==> src/rtl/core/fqdel_pkg.sv <==
// Package for the delete-by-id queue: sizes, operation and result codes, transfer types.
// No dependencies.
package fqdel_pkg;

    localparam int unsigned QUEUE_DEPTH = 16;
    localparam int unsigned ID_BITS     = 16;
    localparam int unsigned ADDR_W      = $clog2(QUEUE_DEPTH);
    localparam int unsigned CNT_W       = $clog2(QUEUE_DEPTH + 1);
    localparam int unsigned RAM_W       = ID_BITS + 1;

    localparam logic [CNT_W-1:0] FULL_COUNT = CNT_W'(QUEUE_DEPTH);

    typedef enum logic [1:0] {
        MODE_APPEND  = 2'd0,
        MODE_DELETE  = 2'd1,
        MODE_DEQUEUE = 2'd2,
        MODE_SET_ALL = 2'd3
    } t_mode;

    typedef enum logic [1:0] {
        RC_OK        = 2'd0,
        RC_EMPTY     = 2'd1,
        RC_FULL      = 2'd2,
        RC_NOT_FOUND = 2'd3
    } t_result;

    typedef struct packed {
        t_mode              mode;
        logic [ID_BITS-1:0] item_id;
        logic               item_status;
    } t_in_item;

    typedef struct packed {
        t_result            result_code;
        logic [ID_BITS-1:0] head_id;
        logic [CNT_W-1:0]   entry_count;
    } t_out_item;

endpackage

==> src/rtl/core/fqdel_ram.sv <==
// Generic single-write, single-read RAM with registered read data.
// No dependencies.
module fqdel_ram #(
    parameter int unsigned WIDTH = 8,
    parameter int unsigned DEPTH = 16
) (
    input  logic                     i_clk,
    input  logic                     i_we,
    input  logic [$clog2(DEPTH)-1:0] i_waddr,
    input  logic [WIDTH-1:0]         i_wdata,
    input  logic [$clog2(DEPTH)-1:0] i_raddr,
    output logic [WIDTH-1:0]         o_rdata
);

    logic [WIDTH-1:0] r_mem [DEPTH];
    logic [WIDTH-1:0] r_rdata;

    always_ff @(posedge i_clk) begin
        if (i_we) begin
            r_mem[i_waddr] <= i_wdata;
        end
        r_rdata <= r_mem[i_raddr];
    end

    assign o_rdata = r_rdata;

endmodule

==> src/rtl/core/fifo_queue_with_delete_by_id.sv <==
// Top level of the delete-by-id queue: sequencer stepping one RAM slot per cycle.
// Depends on fqdel_pkg and fqdel_ram.
//
// Ordered queue of up to QUEUE_DEPTH entries (identifier plus status bit), slot 0 the head.
// One command is taken at a time; the input stalls until its result is in the output
// register. Append, and any command that finds the queue empty or full, goes straight
// to the finish state. Delete and dequeue walk the entries through the RAM: scan up to
// the match, then shift the tail down one slot per cycle. Set-all rewrites every held
// entry. A finished result may wait in the output register while the next command is
// taken. No clearing pass after reset.
module fifo_queue_with_delete_by_id (
    input  logic                 i_clk,
    input  logic                 i_rst_n,
    input  logic                 i_in_valid,
    output logic                 o_in_stall,
    input  fqdel_pkg::t_in_item  i_in_item,
    output logic                 o_out_valid,
    input  logic                 i_out_stall,
    output fqdel_pkg::t_out_item o_out_item
);

    localparam int unsigned AW = fqdel_pkg::ADDR_W;
    localparam int unsigned CW = fqdel_pkg::CNT_W;
    localparam int unsigned IW = fqdel_pkg::ID_BITS;
    localparam int unsigned RW = fqdel_pkg::RAM_W;

    typedef enum logic [2:0] {
        S_IDLE,
        S_SCAN,
        S_MOVE,
        S_SETS,
        S_FIN
    } t_state;

    t_state               r_state, n_state;
    fqdel_pkg::t_mode     r_mode, n_mode;
    logic [IW-1:0]        r_id, n_id;
    logic [AW-1:0]        r_idx, n_idx;
    logic [CW-1:0]        r_cnt, n_cnt;
    fqdel_pkg::t_result   r_code, n_code;
    logic [IW-1:0]        r_head, n_head;
    logic                 r_out_valid, n_out_valid;
    fqdel_pkg::t_out_item r_out_item, n_out_item;

    logic          ram_we;
    logic [AW-1:0] ram_waddr;
    logic [RW-1:0] ram_wdata;
    logic [AW-1:0] ram_raddr;
    logic [RW-1:0] ram_rdata;
    logic [IW-1:0] rd_id;
    logic [CW-1:0] idx_p1;
    logic [CW-1:0] idx_p2;

    fqdel_ram #(
        .WIDTH (RW),
        .DEPTH (fqdel_pkg::QUEUE_DEPTH)
    ) u_ram (
        .i_clk   (i_clk),
        .i_we    (ram_we),
        .i_waddr (ram_waddr),
        .i_wdata (ram_wdata),
        .i_raddr (ram_raddr),
        .o_rdata (ram_rdata)
    );

    assign rd_id  = ram_rdata[IW-1:0];
    assign idx_p1 = CW'(r_idx) + CW'(1);
    assign idx_p2 = CW'(r_idx) + CW'(2);

    always_comb begin
        n_state     = r_state;
        n_mode      = r_mode;
        n_id        = r_id;
        n_idx       = r_idx;
        n_cnt       = r_cnt;
        n_code      = r_code;
        n_head      = r_head;
        n_out_valid = r_out_valid;
        n_out_item  = r_out_item;
        ram_we      = 1'b0;
        ram_waddr   = r_idx;
        ram_wdata   = ram_rdata;
        ram_raddr   = r_idx;

        if (r_out_valid && !i_out_stall) begin
            n_out_valid = 1'b0;
        end

        case (r_state)
            S_IDLE: begin
                if (i_in_valid) begin
                    n_mode    = i_in_item.mode;
                    n_id      = i_in_item.item_id;
                    n_head    = '0;
                    n_code    = fqdel_pkg::RC_OK;
                    n_idx     = '0;
                    ram_raddr = '0;
                    n_state   = S_FIN;
                    case (i_in_item.mode)
                        fqdel_pkg::MODE_APPEND: begin
                            if (r_cnt == fqdel_pkg::FULL_COUNT) begin
                                n_code = fqdel_pkg::RC_FULL;
                            end else begin
                                ram_we    = 1'b1;
                                ram_waddr = AW'(r_cnt);
                                ram_wdata = {i_in_item.item_status, i_in_item.item_id};
                                n_cnt     = r_cnt + CW'(1);
                            end
                        end
                        fqdel_pkg::MODE_DELETE: begin
                            if (r_cnt == '0) begin
                                n_code = fqdel_pkg::RC_NOT_FOUND;
                            end else begin
                                n_state = S_SCAN;
                            end
                        end
                        fqdel_pkg::MODE_DEQUEUE: begin
                            if (r_cnt == '0) begin
                                n_code = fqdel_pkg::RC_EMPTY;
                            end else begin
                                n_state = S_SCAN;
                            end
                        end
                        default: begin
                            if (r_cnt != '0) begin
                                n_state = S_SETS;
                            end
                        end
                    endcase
                end
            end
            S_SCAN: begin
                if (r_mode == fqdel_pkg::MODE_DEQUEUE || rd_id == r_id) begin
                    if (r_mode == fqdel_pkg::MODE_DEQUEUE) begin
                        n_head = rd_id;
                    end
                    if (idx_p1 < r_cnt) begin
                        ram_raddr = AW'(idx_p1);
                        n_state   = S_MOVE;
                    end else begin
                        n_cnt   = r_cnt - CW'(1);
                        n_state = S_FIN;
                    end
                end else if (idx_p1 < r_cnt) begin
                    n_idx     = r_idx + AW'(1);
                    ram_raddr = AW'(idx_p1);
                end else begin
                    n_code  = fqdel_pkg::RC_NOT_FOUND;
                    n_state = S_FIN;
                end
            end
            S_MOVE: begin
                // rdata holds slot idx+1; move it down into idx
                ram_we    = 1'b1;
                ram_waddr = r_idx;
                ram_wdata = ram_rdata;
                n_idx     = r_idx + AW'(1);
                if (idx_p2 < r_cnt) begin
                    ram_raddr = AW'(idx_p2);
                end else begin
                    n_cnt   = r_cnt - CW'(1);
                    n_state = S_FIN;
                end
            end
            S_SETS: begin
                ram_we    = 1'b1;
                ram_waddr = r_idx;
                ram_wdata = {1'b1, rd_id};
                if (idx_p1 < r_cnt) begin
                    n_idx     = r_idx + AW'(1);
                    ram_raddr = AW'(idx_p1);
                end else begin
                    n_state = S_FIN;
                end
            end
            S_FIN: begin
                if (!r_out_valid || !i_out_stall) begin
                    n_out_valid            = 1'b1;
                    n_out_item.result_code = r_code;
                    n_out_item.head_id     = r_head;
                    n_out_item.entry_count = r_cnt;
                    n_state                = S_IDLE;
                end
            end
            default: begin
                n_state = S_IDLE;
            end
        endcase
    end

    always_ff @(posedge i_clk) begin
        r_mode     <= n_mode;
        r_id       <= n_id;
        r_idx      <= n_idx;
        r_code     <= n_code;
        r_head     <= n_head;
        r_out_item <= n_out_item;
        if (!i_rst_n) begin
            r_state     <= S_IDLE;
            r_cnt       <= '0;
            r_out_valid <= 1'b0;
        end else begin
            r_state     <= n_state;
            r_cnt       <= n_cnt;
            r_out_valid <= n_out_valid;
        end
    end

    assign o_in_stall  = (r_state != S_IDLE);
    assign o_out_valid = r_out_valid;
    assign o_out_item  = r_out_item;

endmodule

==> config.mk <==
export PLATFORM = sky130hd
export DESIGN_NAME = fifo_queue_with_delete_by_id
export DESIGN_NICKNAME = d
export VERILOG_FILES = /design/src/rtl/core/fqdel_pkg.sv /design/src/rtl/core/fqdel_ram.sv /design/src/rtl/core/fifo_queue_with_delete_by_id.sv
export SDC_FILE = /design/constraint.sdc
export NUM_CORES = 1
export LEC_CHECK = 0
export BUFFER_PORTS_ARGS = -buffer_cell sky130_fd_sc_hd__buf_4
export CORE_MARGIN = 5
export CORE_UTILIZATION = 37
export CTS_CLUSTER_DIAMETER = 80
export CTS_CLUSTER_SIZE = 30
export DETAILED_ROUTE_END_ITERATION = 16
export GPL_TIMING_DRIVEN = 0
export HOLD_SLACK_MARGIN = 0.06
export PLACE_DENSITY = 0.6
export SYNTH_ARGS = -nofsm -noshare
export SYNTH_HDL_FRONTEND = slang
export SYNTH_SLANG_ARGS = --single-unit
==> constraint.sdc <==
create_clock -name i_clk -period 4.17 [get_ports i_clk]
set_input_delay 0.834 -clock i_clk [delete_from_list [all_inputs] [get_ports i_clk]]
set_output_delay 0.834 -clock i_clk [all_outputs]
set_load 0.005 [all_outputs]
==> results of run 1 <==
synthesized netlist by cell type (all sizes together) (3+ instances only):
cell type,n,area [um^2]
edfxtp,319,9580
o21ai,113,573
mux2i,82,821
o2111ai,65,569
nand2,64,240
a21oi,62,310
clkbuf,59,221
nand3,57,290
nor2,35,131
o22ai,32,200
dfxtp,25,500
buf,21,159
and2,19,119
mux2,19,214
xnor2,19,166
ha,17,213
or3,17,106
inv,14,52.6
nor2b,7,43.8
nor3,7,35.0
a31oi,5,31.3
nand2b,5,31.3
nand3b,4,30.0
nand4,4,25.0
a211o,3,26.3
a211oi,3,27.5
a21o,3,22.5
a32oi,3,26.3
o21a,3,22.5
xor2,3,26.3
metrics by stage:
stage | setup slack, ns | utilization, % | instances | power, mW | area (um^2)
after floorplan | 0.831 | - | 1113 | 6.22 | 15000
after global placement | -0.420 | 40.1 | 1684 | 7.36 | 16000
after detailed placement | -0.420 | 40.3 | 1688 | 7.41 | 16100
after CTS | 0.00547 | 42.1 | 1720 | 9.50 | 16800
after global routing | -0.0669 | 42.5 | 1727 | 9.94 | 17000
final | -0.0100 | 42.5 | 1728 | 9.58 | 17000
path summary, 6_finish.rpt:
check	end	slack (ns)	cells past startpoint
worst min-delay path	o_out_item[12]	0.43	0
worst min register to register	o_out_item[12]	0.43	0
worst max register to register	u_ram.o_rdata[4]	-0.01	14
worst max-delay path	u_ram.o_rdata[4]	-0.01	14
registers in the layout (all words and copies together) (netlist names):
register	flops
o_out_item	23
r_head	16
r_idx	4
r_mode	2
r_id	16
u_ram.r_mem	256
u_ram.o_rdata	16
r_code	2
o_out_valid	1
r_state	3
r_cnt	5
critical path, delay by kind of cell, from the launching register on:
kind | cells | cell delay, ns
AO/OA/AOI/OAI | 4 | 1.19
adder cells (fa/ha/maj) | 1 | 0.34
buffers and inverters | 6 | 1.24
flip-flops | 1 | 0.41
multiplexers | 1 | 0.31
AND/OR/NAND/NOR | 2 | 0.55
power by group:
group	internal [mW]	switching (mW)	total [mW]
Clock	0.892	1.17	2.06
Combinational	0.920	2.12	3.04
Sequential	4.35	0.130	4.48
Total	6.16	3.42	9.58
final cells by class:
| cell class | instances | area [um^2] | share of cell area (%) |
|---|---|---|---|
| sequential | 344 | 10100 | 59.3 |
| multi-input combinational | 675 | 4700 | 27.7 |
| tap | 525 | 657 | 3.87 |
| clock buffer | 20 | 479 | 2.82 |
| timing repair buffer | 61 | 473 | 2.78 |
| buffer | 80 | 405 | 2.39 |
| clock inverter | 8 | 134 | 0.788 |
| inverter | 14 | 56.3 | 0.331 |
| antenna | 1 | 2.50 | 0.0147 |
what timing repair did:
action	CTS	global route
resized for setup	22	42
pin swaps	2	2
buffers inserted	4	7
setup endpoints to repair	87	68
kinds of logic (layout without fill, tap and decap cells):
kind of cell,count (synthesis),count (layout)
buffers and inverters,94,183
other,0,1
multiplexers,101,101
AND/OR/NAND/NOR,227,227
flip-flops,344,344
adder cells (fa/ha/maj),18,18
AO/OA/AOI/OAI,307,307
XOR/XNOR,22,22
metal layers:
metal	track usage (%)	vias to the layer above	wire (um)	part of all wire (%)
met5	0	-	0	0
li1	-	4498	-	-
met3	2.53	78	3150	7.8
met1	25.5	4838	17700	44
met4	7.04	0	1840	4.5
met2	26.3	466	17700	44
==> reports/metrics.csv, run 1 <==
stage,metric,value,unit
routing,routedWlPerCell,23.4,um
cts,cts_hold_buffers,0,
critical_path,worst-path-max-fanout,10,
sta,timing.fmax,239,MHz
critical_path,cp-start-kind,register,
routing,finalWirelength,40500,um
synthesis,synth_compound_area_share,13.1,%
floorplan,row_count,73,
sta,min_period_over_period,100,%
cells_and_area,post_route_cells_drive_above_1_share,16.0,%
sta,fin_worst_hold_slack,0.431,ns
synthesis,synth-xor-area-share,1.28,%
global_route,grt-ovfl-total,0,
synthesis,postSynth.asyncResetShare,0,%
critical_path,crit_path_cell_chain,clkbuf_4 > clkinvlp_4 > ha_1 > a2111o_1 > a2111oi_4 > buf_4 > buf_4 > nor2_1 > o21ai_2 > buf_6 > buf_6 > mux2i_2 > o2111ai_1 > or3_1,
cts,max-clock-path-buffers,3,
synthesis,syn-instance-count,1113,
synthesis,netlist-cell-type-count,55,
global_route,antenna_found_initial,0,
cells_and_area,finalNetCount,1235,
placed_design,estimated_wirelength_of_the_detail_placed_design,27900,um
global_route,global_route_usage_sum,17.4,%
critical_path,critical_path.endpoint_type,register,
cts,clock_sink_count,344,
synthesis,yosys_warnings,0,
global_route,vias_in_the_first_global_route,9282,
flow_run,timing.max_cap.violations,0,
critical_path,rr_startpoint,r_idx[1],
critical_path,worstPathRequired,4.56,ns
synthesis,syn_avg_cell_area,13.5,um^2
power_and_ir_drop,total_leakage_power,5.55,nW
routing,post-route-drc-count,0,
global_route,pin_count_of_the_biggest_net_entering_global_routing,32,
synthesis,syn_area,0.0150,mm^2
routing,dr_total_vias,9880,
floorplan,die_y,212,um
cts,ctsRootBufferMaster,clkbuf_16,
synthesis,synth_adder_area_share,1.55,%
cts,tritoncts.num_buffers,18,
global_route,grt_pass1_wl,59300,um
synthesis,proportion_of_synthesized_area_in_mux_cells,6.88,%
min_path,min-delay-path-class,register to register,
sta,max_slew_margin,35.9,%
cells_and_area,mostFrequentLayoutCell,edfxtp_1,
floorplan,starting_utilization_of_the_core_area,37.6,%
critical_path,worst-setup-path-type,register to register,
sta,post-route-worst-setup-slack,-0.0100,ns
sta,setup_viol,1,
critical_path,timing.critical_path.slowest_stage_cell,or3_1,
routing,antenna_left,0,
cells_and_area,synthToLayoutAreaGrowth,13.0,%
cells_and_area,num-fill-cells,3598,
sta,grt_setup_unrepaired,yes,
cts,h_tree_lvls,1,
routing,drt-initial-drc-count,1024,
min_path,critical_hold_path_startpoint,r_head[7],
sta,final_period_minus_worst_setup_slack,4.18,ns
critical_path,max_stage_delay,0.50,ns
sta,timing.setup.tns,-0.0100,ns
power_and_ir_drop,vdd.ir_drop.worst,0.282,mV
synthesis,number_of_enable_type_register_cells_in_the_synthesized_netlist,319,
floorplan,horizontal_die_dimension,212,um
critical_path,critical_path.startpoint,r_idx[1],
cells_and_area,most_frequent_cells_in_the_layout,"319 x edfxtp_1, 108 x o21ai_0, 72 x mux2i_1",
sta,finalMaxSlewViolations,0,
synthesis,postSynthRegisterBits,344,
floorplan,std_cell_core_area,0.0400,mm^2
placed_design,numPortBuffers,46,
synthesis,yosysSeqAreaShare,67.0,%
routing,drt-vias-per-instance,5.72,
cts,worstSkewPairLatency,0.54,ns
outcome,failed_checks,negative setup slack,
critical_path,crit_arrival,4.57,ns
floorplan,floorplan.die_area,0.0448,mm^2
cts,cts.reportedPaths.clkPinSlew,0.11,ns
sta,worst-slew-pin-transition,0.960,ns
placed_design,gpl.final_weighted_congestion,0.960,
power_and_ir_drop,power-per-cell-area,564,mW/mm^2
synthesis,postSynthNetCount,1154,
outcome,outcome,"complete, but fails checks",
routing,first_pass_iters,5,
sta,fin_worst_skew,0.0515,ns
synthesis,post_synth_and_or_nand_nor_area_fraction,7.34,%
cts,clock_tree_from_tritoncts,yes,
floorplan,boundaryPins,48,
synthesis,ys_dominant_reg_cell,edfxtp_1,
sta,fin_hold_viols,0,
synthesis,largest_family_of_logic_cells_by_synthesized_area,compound AO/OA/AOI/OAI gates,
Note: power is estimated with default switching activity, not from simulation.
==> run 2, diff against run 1 <==
--- a/config.mk
+++ b/config.mk
@@ -7,13 +7,13 @@
 export LEC_CHECK = 0
 export BUFFER_PORTS_ARGS = -buffer_cell sky130_fd_sc_hd__buf_4
 export CORE_MARGIN = 5
-export CORE_UTILIZATION = 37
+export CORE_UTILIZATION = 52
 export CTS_CLUSTER_DIAMETER = 80
 export CTS_CLUSTER_SIZE = 30
 export DETAILED_ROUTE_END_ITERATION = 16
 export GPL_TIMING_DRIVEN = 0
 export HOLD_SLACK_MARGIN = 0.06
-export PLACE_DENSITY = 0.6
+export PLACE_DENSITY = 0.77
 export SYNTH_ARGS = -nofsm -noshare
 export SYNTH_HDL_FRONTEND = slang
 export SYNTH_SLANG_ARGS = --single-unit
==> run 2 against run 1 <==
The flow now finishes without violations. Critical path depth shrank 1. Sequential power is essentially flat. Largest power group unchanged. Combinational power shrank 3%. Maximum frequency grew 1.3%. Die area shrank 28%. Core utilization grew 16 points. Setup slack gained 0.055 ns. Count of clock-buffer cells in the layout shrank 1. Non-clock buffer count shrank 4. Via count is essentially flat. Clock skew shrank 0.0075 ns. Clock power shrank 7%.
==> reports/metrics.csv, run 2 (synthesized netlist as in run 1, its figures left out) <==
stage,metric,value,unit
cts,ctsRootBufferMaster,clkbuf_16,
floorplan,floorplan.die_area,0.0324,mm^2
sta,grt_setup_unrepaired,yes,
critical_path,critical_path.endpoint_type,register,
sta,worst-slew-pin-transition,1.30,ns
cts,cts.reportedPaths.clkPinSlew,0.11,ns
sta,min_period_over_period,98.9,%
global_route,vias_in_the_first_global_route,9351,
global_route,pin_count_of_the_biggest_net_entering_global_routing,32,
cts,worstSkewPairLatency,0.54,ns
placed_design,estimated_wirelength_of_the_detail_placed_design,27000,um
critical_path,worst-setup-path-type,register to register,
placed_design,numPlacedInstances,1544,
cells_and_area,register_area,0.0101,mm^2
placed_design,gpl.final_weighted_congestion,1.00,
sta,timing.setup.tns,0,ns
global_route,global_route_usage_sum,23.1,%
routing,post-route-drc-count,0,
sta,final_period_minus_worst_setup_slack,4.13,ns
global_route,grt-ovfl-total,0,
min_path,min-delay-path-class,register to register,
power_and_ir_drop,vdd.ir_drop.worst,0.289,mV
routing,antenna_left,0,
critical_path,critical_path.startpoint,r_idx[1],
placed_design,numPortBuffers,46,
critical_path,cp-start-kind,register,
power_and_ir_drop,power-per-cell-area,561,mW/mm^2
sta,max_slew_margin,13.2,%
cells_and_area,mostFrequentLayoutCell,edfxtp_1,
power_and_ir_drop,total_leakage_power,5.48,nW
critical_path,timing.critical_path.mode_cell,buf_4,
cells_and_area,multi_input_area,0.00468,mm^2
floorplan,std_cell_core_area,0.0286,mm^2
sta,setup_viol,0,
cells_and_area,largest_register_ff_count,256,
cts,h_tree_lvls,1,
sta,fin_hold_viols,0,
placed_design,detailedPlace.worstSlack,-0.319,ns
sta,timing.fmax,242,MHz
cells_and_area,top_register,u_ram.r_mem,
cts,cts_hold_buffers,0,
global_route,antenna_found_initial,0,
routing,drt-vias-per-instance,6.25,
routing,drt-initial-drc-count,1243,
cells_and_area,most_frequent_cells_in_the_layout,"319 x edfxtp_1, 108 x o21ai_0, 79 x mux2i_1",
routing,routedWlPerCell,24.7,um
floorplan,row_count,62,
global_route,grt_pass1_wl,57700,um
sta,fin_worst_skew,0.0440,ns
floorplan,starting_utilization_of_the_core_area,52.6,%
min_path,critical_hold_path_startpoint,r_head[0],
floorplan,horizontal_die_dimension,180,um
cells_and_area,finalNonFillerCells,1581,
cts,clock_tree_from_tritoncts,yes,
critical_path,crit_arrival,4.52,ns
cells_and_area,post_route_cells_drive_above_1_share,14.6,%
routing,finalWirelength,39100,um
placed_design,placement.cell_area,0.0159,mm^2
critical_path,timing.critical_path.slowest_stage_cell,or3_1,
critical_path,crit_path_cell_chain,clkbuf_4 > clkinvlp_4 > ha_1 > a2111o_1 > a2111oi_4 > buf_4 > or2_1 > buf_4 > buf_2 > a21oi_1 > o2111ai_1 > o2111ai_2 > or3_1,
sta,finalMaxSlewViolations,0,
cts,clock_sink_count,344,
routing,dr_total_vias,9888,
cells_and_area,finalNetCount,1230,
routing,first_pass_iters,5,
flow_run,timing.max_cap.violations,0,
critical_path,max_stage_delay,0.47,ns
critical_path,worstPathRequired,4.57,ns
cells_and_area,layout.cell_area.non_filler,0.0167,mm^2
critical_path,worst-path-max-fanout,10,
critical_path,timing.critical_path.max_delay_family,compound AO/OA/AOI/OAI gates,
floorplan,die_y,180,um
cells_and_area,num-fill-cells,2233,
cts,max-clock-path-buffers,3,
outcome,outcome,finished clean,
cts,tritoncts.num_buffers,17,
power_and_ir_drop,total_power_consumption_of_the_routed_design,9.35,mW
cells_and_area,synthToLayoutAreaGrowth,10.8,%
critical_path,rr_startpoint,r_idx[1],
critical_path,crit_path_buf_inv_count,5,
floorplan,boundaryPins,48,
sta,post-route-worst-setup-slack,0.0448,ns
[run 2: final cells by class]
| type | instances | share of cell area, % |
|---|---|---|
| sequential | 344 | 60.5 |
| multi-input combinational | 675 | 28.1 |
| tap | 384 | 2.88 |
| timing repair buffer | 58 | 2.68 |
| clock buffer | 19 | 2.60 |
| buffer | 79 | 2.39 |
| clock inverter | 7 | 0.585 |
| inverter | 14 | 0.338 |
| antenna | 1 | 0.0150 |
[run 2: through the flow]
stage / utilization (%) / hold WS [ns]
after floorplan: - / 0.400
after global placement: 55.4 / 0.402
after detailed placement: 55.6 / 0.405
after CTS: 57.6 / 0.428
after global routing: 58.2 / 0.440
final: 58.2 / 0.424
[run 2: worst register-to-register path, stage by stage, from the launching register on]
cell        delay (ns)
edfxtp_1          0.40
clkbuf_4          0.23
clkinvlp_4        0.19
ha_1              0.34
a2111o_1          0.43
a2111oi_4         0.38
buf_4             0.24
or2_1             0.18
buf_4             0.19
buf_2             0.24
a21oi_1           0.10
o2111ai_1         0.38
o2111ai_2         0.22
or3_1             0.47
[run 2: power by group]
group | switching (mW) | internal (mW) | total, mW
Combinational | 2.06 | 0.903 | 2.96
Sequential | 0.127 | 4.35 | 4.47
Clock | 1.11 | 0.801 | 1.91
Total | 3.30 | 6.05 | 9.35
[run 2: worst paths after layout]
path                                    endpoint  slack, ns  depth (start not counted)
worst max register to register  u_ram.o_rdata[1]       0.04                         13
worst min register to register     o_out_item[5]       0.42                          0
worst max-delay path            u_ram.o_rdata[1]       0.04                         13
worst min-delay path               o_out_item[5]       0.42                          0
[run 2: repair_timing]
action                                  in CTS  in global routing
setup buffers                                2                  8
pin swaps                                    1                  4
gates resized for setup                     12                 39
endpoints found under the setup margin      16                 96
hold endpoints to repair                     0                  0
[run 2: routing by layer]
| metal | vias to the layer above | GRT usage [%] | part of all wire, % |
|---|---|---|---|
| met4 | 0 | 7.92 | 3.6 |
| met1 | 4875 | 33.9 | 43 |
| met2 | 480 | 35.6 | 46 |
| met5 | - | 0 | 0 |
| met3 | 61 | 3.31 | 8.1 |
| li1 | 4472 | - | - |
==> run 3, diff against run 2 <==
--- a/config.mk
+++ b/config.mk
@@ -5,8 +5,8 @@
 export SDC_FILE = /design/constraint.sdc
 export NUM_CORES = 1
 export LEC_CHECK = 0
+export ABC_CLOCK_PERIOD_IN_PS = 4170
 export BUFFER_PORTS_ARGS = -buffer_cell sky130_fd_sc_hd__buf_4
-export CORE_MARGIN = 5
 export CORE_UTILIZATION = 52
 export CTS_CLUSTER_DIAMETER = 80
 export CTS_CLUSTER_SIZE = 30
==> run 3 against run 2 <==
Clock power is essentially flat. Die area is 8.7% lower. First-iteration DRC count increased by 9.6%. Highest routed layer unchanged.
==> reports/metrics.csv, run 3 (synthesized netlist as in run 1, its figures left out) <==
stage,metric,value,unit
power_and_ir_drop,total_leakage_power,5.47,nW
global_route,grt_pass1_wl,54900,um
critical_path,worstPathRequired,4.57,ns
placed_design,detailedPlace.worstSlack,-0.328,ns
cts,worstSkewPairLatency,0.53,ns
critical_path,crit_arrival,4.52,ns
sta,fin_worst_hold_slack,0.420,ns
cells_and_area,mostFrequentLayoutCell,edfxtp_1,
cts,h_tree_lvls,1,
sta,final_period_minus_worst_setup_slack,4.12,ns
min_path,min-delay-path-class,register to register,
cells_and_area,n_antenna_cell,0,
sta,grt_setup_unrepaired,yes,
critical_path,cp-start-kind,register,
flow_run,timing.max_cap.violations,0,
power_and_ir_drop,total_switching_power,3.27,mW
critical_path,regToRegSetupSlack,0.05,ns
routing,first_pass_iters,6,
sta,fin_hold_viols,0,
cts,max-clock-path-buffers,3,
power_and_ir_drop,power_frac_comb,31.5,%
placed_design,estimated_wirelength_of_the_detail_placed_design,25900,um
critical_path,worst-path-max-fanout,10,
routing,antenna_left,0,
global_route,global_route_usage_sum,25.5,%
cells_and_area,top_register,u_ram.r_mem,
cells_and_area,finalNetCount,1230,
power_and_ir_drop,total_power_consumption_of_the_routed_design,9.35,mW
critical_path,crit_path_buf_inv_count,5,
floorplan,std_cell_core_area,0.0281,mm^2
critical_path,timing.critical_path.slowest_stage_cell,or3_1,
global_route,pin_count_of_the_biggest_net_entering_global_routing,32,
floorplan,boundaryPins,48,
routing,routedWlPerCell,24.0,um
cts,clock_sink_count,344,
cells_and_area,post_route_cells_drive_above_1_share,14.0,%
floorplan,die_y,172,um
sta,min_period_over_period,98.9,%
sta,fin_worst_skew,0.0290,ns
critical_path,crit_path_cell_chain,clkbuf_4 > clkinvlp_4 > ha_1 > a2111o_1 > a211o_1 > a211oi_4 > buf_4 > o21ai_2 > buf_6 > buf_6 > mux2i_1 > o2111ai_1 > or3_1,
floorplan,row_count,61,
sta,worst-slew-pin-transition,1.34,ns
outcome,outcome,finished clean,
cells_and_area,largest_register_ff_count,256,
critical_path,timing.critical_path.max_delay_family,compound AO/OA/AOI/OAI gates,
routing,finalWirelength,37700,um
critical_path,max_stage_delay,0.49,ns
floorplan,floorplan.die_area,0.0296,mm^2
power_and_ir_drop,netSwitchingFraction,35.0,%
sta,finalMaxSlewViolations,0,
sta,post-route-worst-setup-slack,0.0476,ns
global_route,antenna_found_initial,0,
sta,max_slew_margin,10.3,%
sta,timing.fmax,243,MHz
cells_and_area,num-fill-cells,2207,
power_and_ir_drop,power-per-cell-area,562,mW/mm^2
cts,tritoncts.num_buffers,17,
power_and_ir_drop,vdd.ir_drop.worst,0.379,mV
power_and_ir_drop,p_int,6.08,mW
floorplan,horizontal_die_dimension,172,um
placed_design,numPortBuffers,46,
critical_path,critical_path.endpoint_type,register,
critical_path,worst-setup-path-type,register to register,
critical_path,timing.critical_path.mode_cell,buf_6,
sta,setup_viol,0,
routing,post-route-drc-count,0,
global_route,grt-ovfl-total,0,
power_and_ir_drop,clock_power_share,20.6,%
routing,dr_total_vias,9922,
placed_design,gpl.final_weighted_congestion,0.962,
cts,clock_tree_from_tritoncts,yes,
floorplan,starting_utilization_of_the_core_area,53.6,%
routing,drt-vias-per-instance,6.30,
cts,cts.reportedPaths.clkPinSlew,0.11,ns
cells_and_area,most_frequent_cells_in_the_layout,"319 x edfxtp_1, 108 x o21ai_0, 79 x mux2i_1",
routing,drt-initial-drc-count,1362,
cts,ctsRootBufferMaster,clkbuf_16,
cells_and_area,synthToLayoutAreaGrowth,10.7,%
global_route,vias_in_the_first_global_route,8829,
power_and_ir_drop,power_frac_seq,48.0,%
==> run 3: power by group through the flow <==
stage	Combinational (mW)	Clock, mW	Sequential, mW
after floorplan	1.71	0	4.50
after global placement	2.71	0	4.55
after detailed placement	2.76	0	4.56
after CTS	2.78	1.93	4.48
after global routing	3.10	2.04	4.51
final	2.94	1.92	4.49
==> run 3: path summary, 6_finish.rpt <==
check	from	endpoint	cells past startpoint
max reg2reg	r_idx[1]	u_ram.o_rdata[5]	13
min	r_head[1]	o_out_item[6]	0
max	r_idx[1]	u_ram.o_rdata[5]	13
min reg2reg	r_head[1]	o_out_item[6]	0
==> run 3: per-stage QoR <==
stage                     utilization, %  setup TNS, ns  std cells  cell area [um^2]
after floorplan                        -              0       1113             15000
after global placement              56.5          -3.04       1537             15900
after detailed placement            56.6          -3.62       1538             15900
after CTS                           58.6              0       1565             16500
after global routing                59.3          -3.49       1574             16600
final                               59.3              0       1574             16600
==> run 3: layout make-up <==
type	count	area (um^2)	share of cell area, %
Multi-Input combinational cell	675	4660	28.0
Clock inverter	5	80.1	0.481
Timing Repair Buffer	58	443	2.66
Tap cell	378	473	2.84
Sequential cell	344	10100	60.5
Buffer	79	397	2.38
Clock buffer	21	462	2.77
Inverter	14	56.3	0.338
==> run 3: metal layers <==
metal | vias to the layer above | track usage [%] | part of all wire, %
met4 | 0 | 8.12 | 3.2
li1 | 4480 | - | -
met5 | - | 0 | 0
met3 | 66 | 3.62 | 9.3
met1 | 4820 | 38.0 | 42
met2 | 556 | 38.8 | 45
==> run 3: timing repair <==
item,CTS,global route
resized for setup,8,35
setup endpoints to repair,16,80
pin swaps,1,2
hold buffers,0,0
buffers inserted,1,7
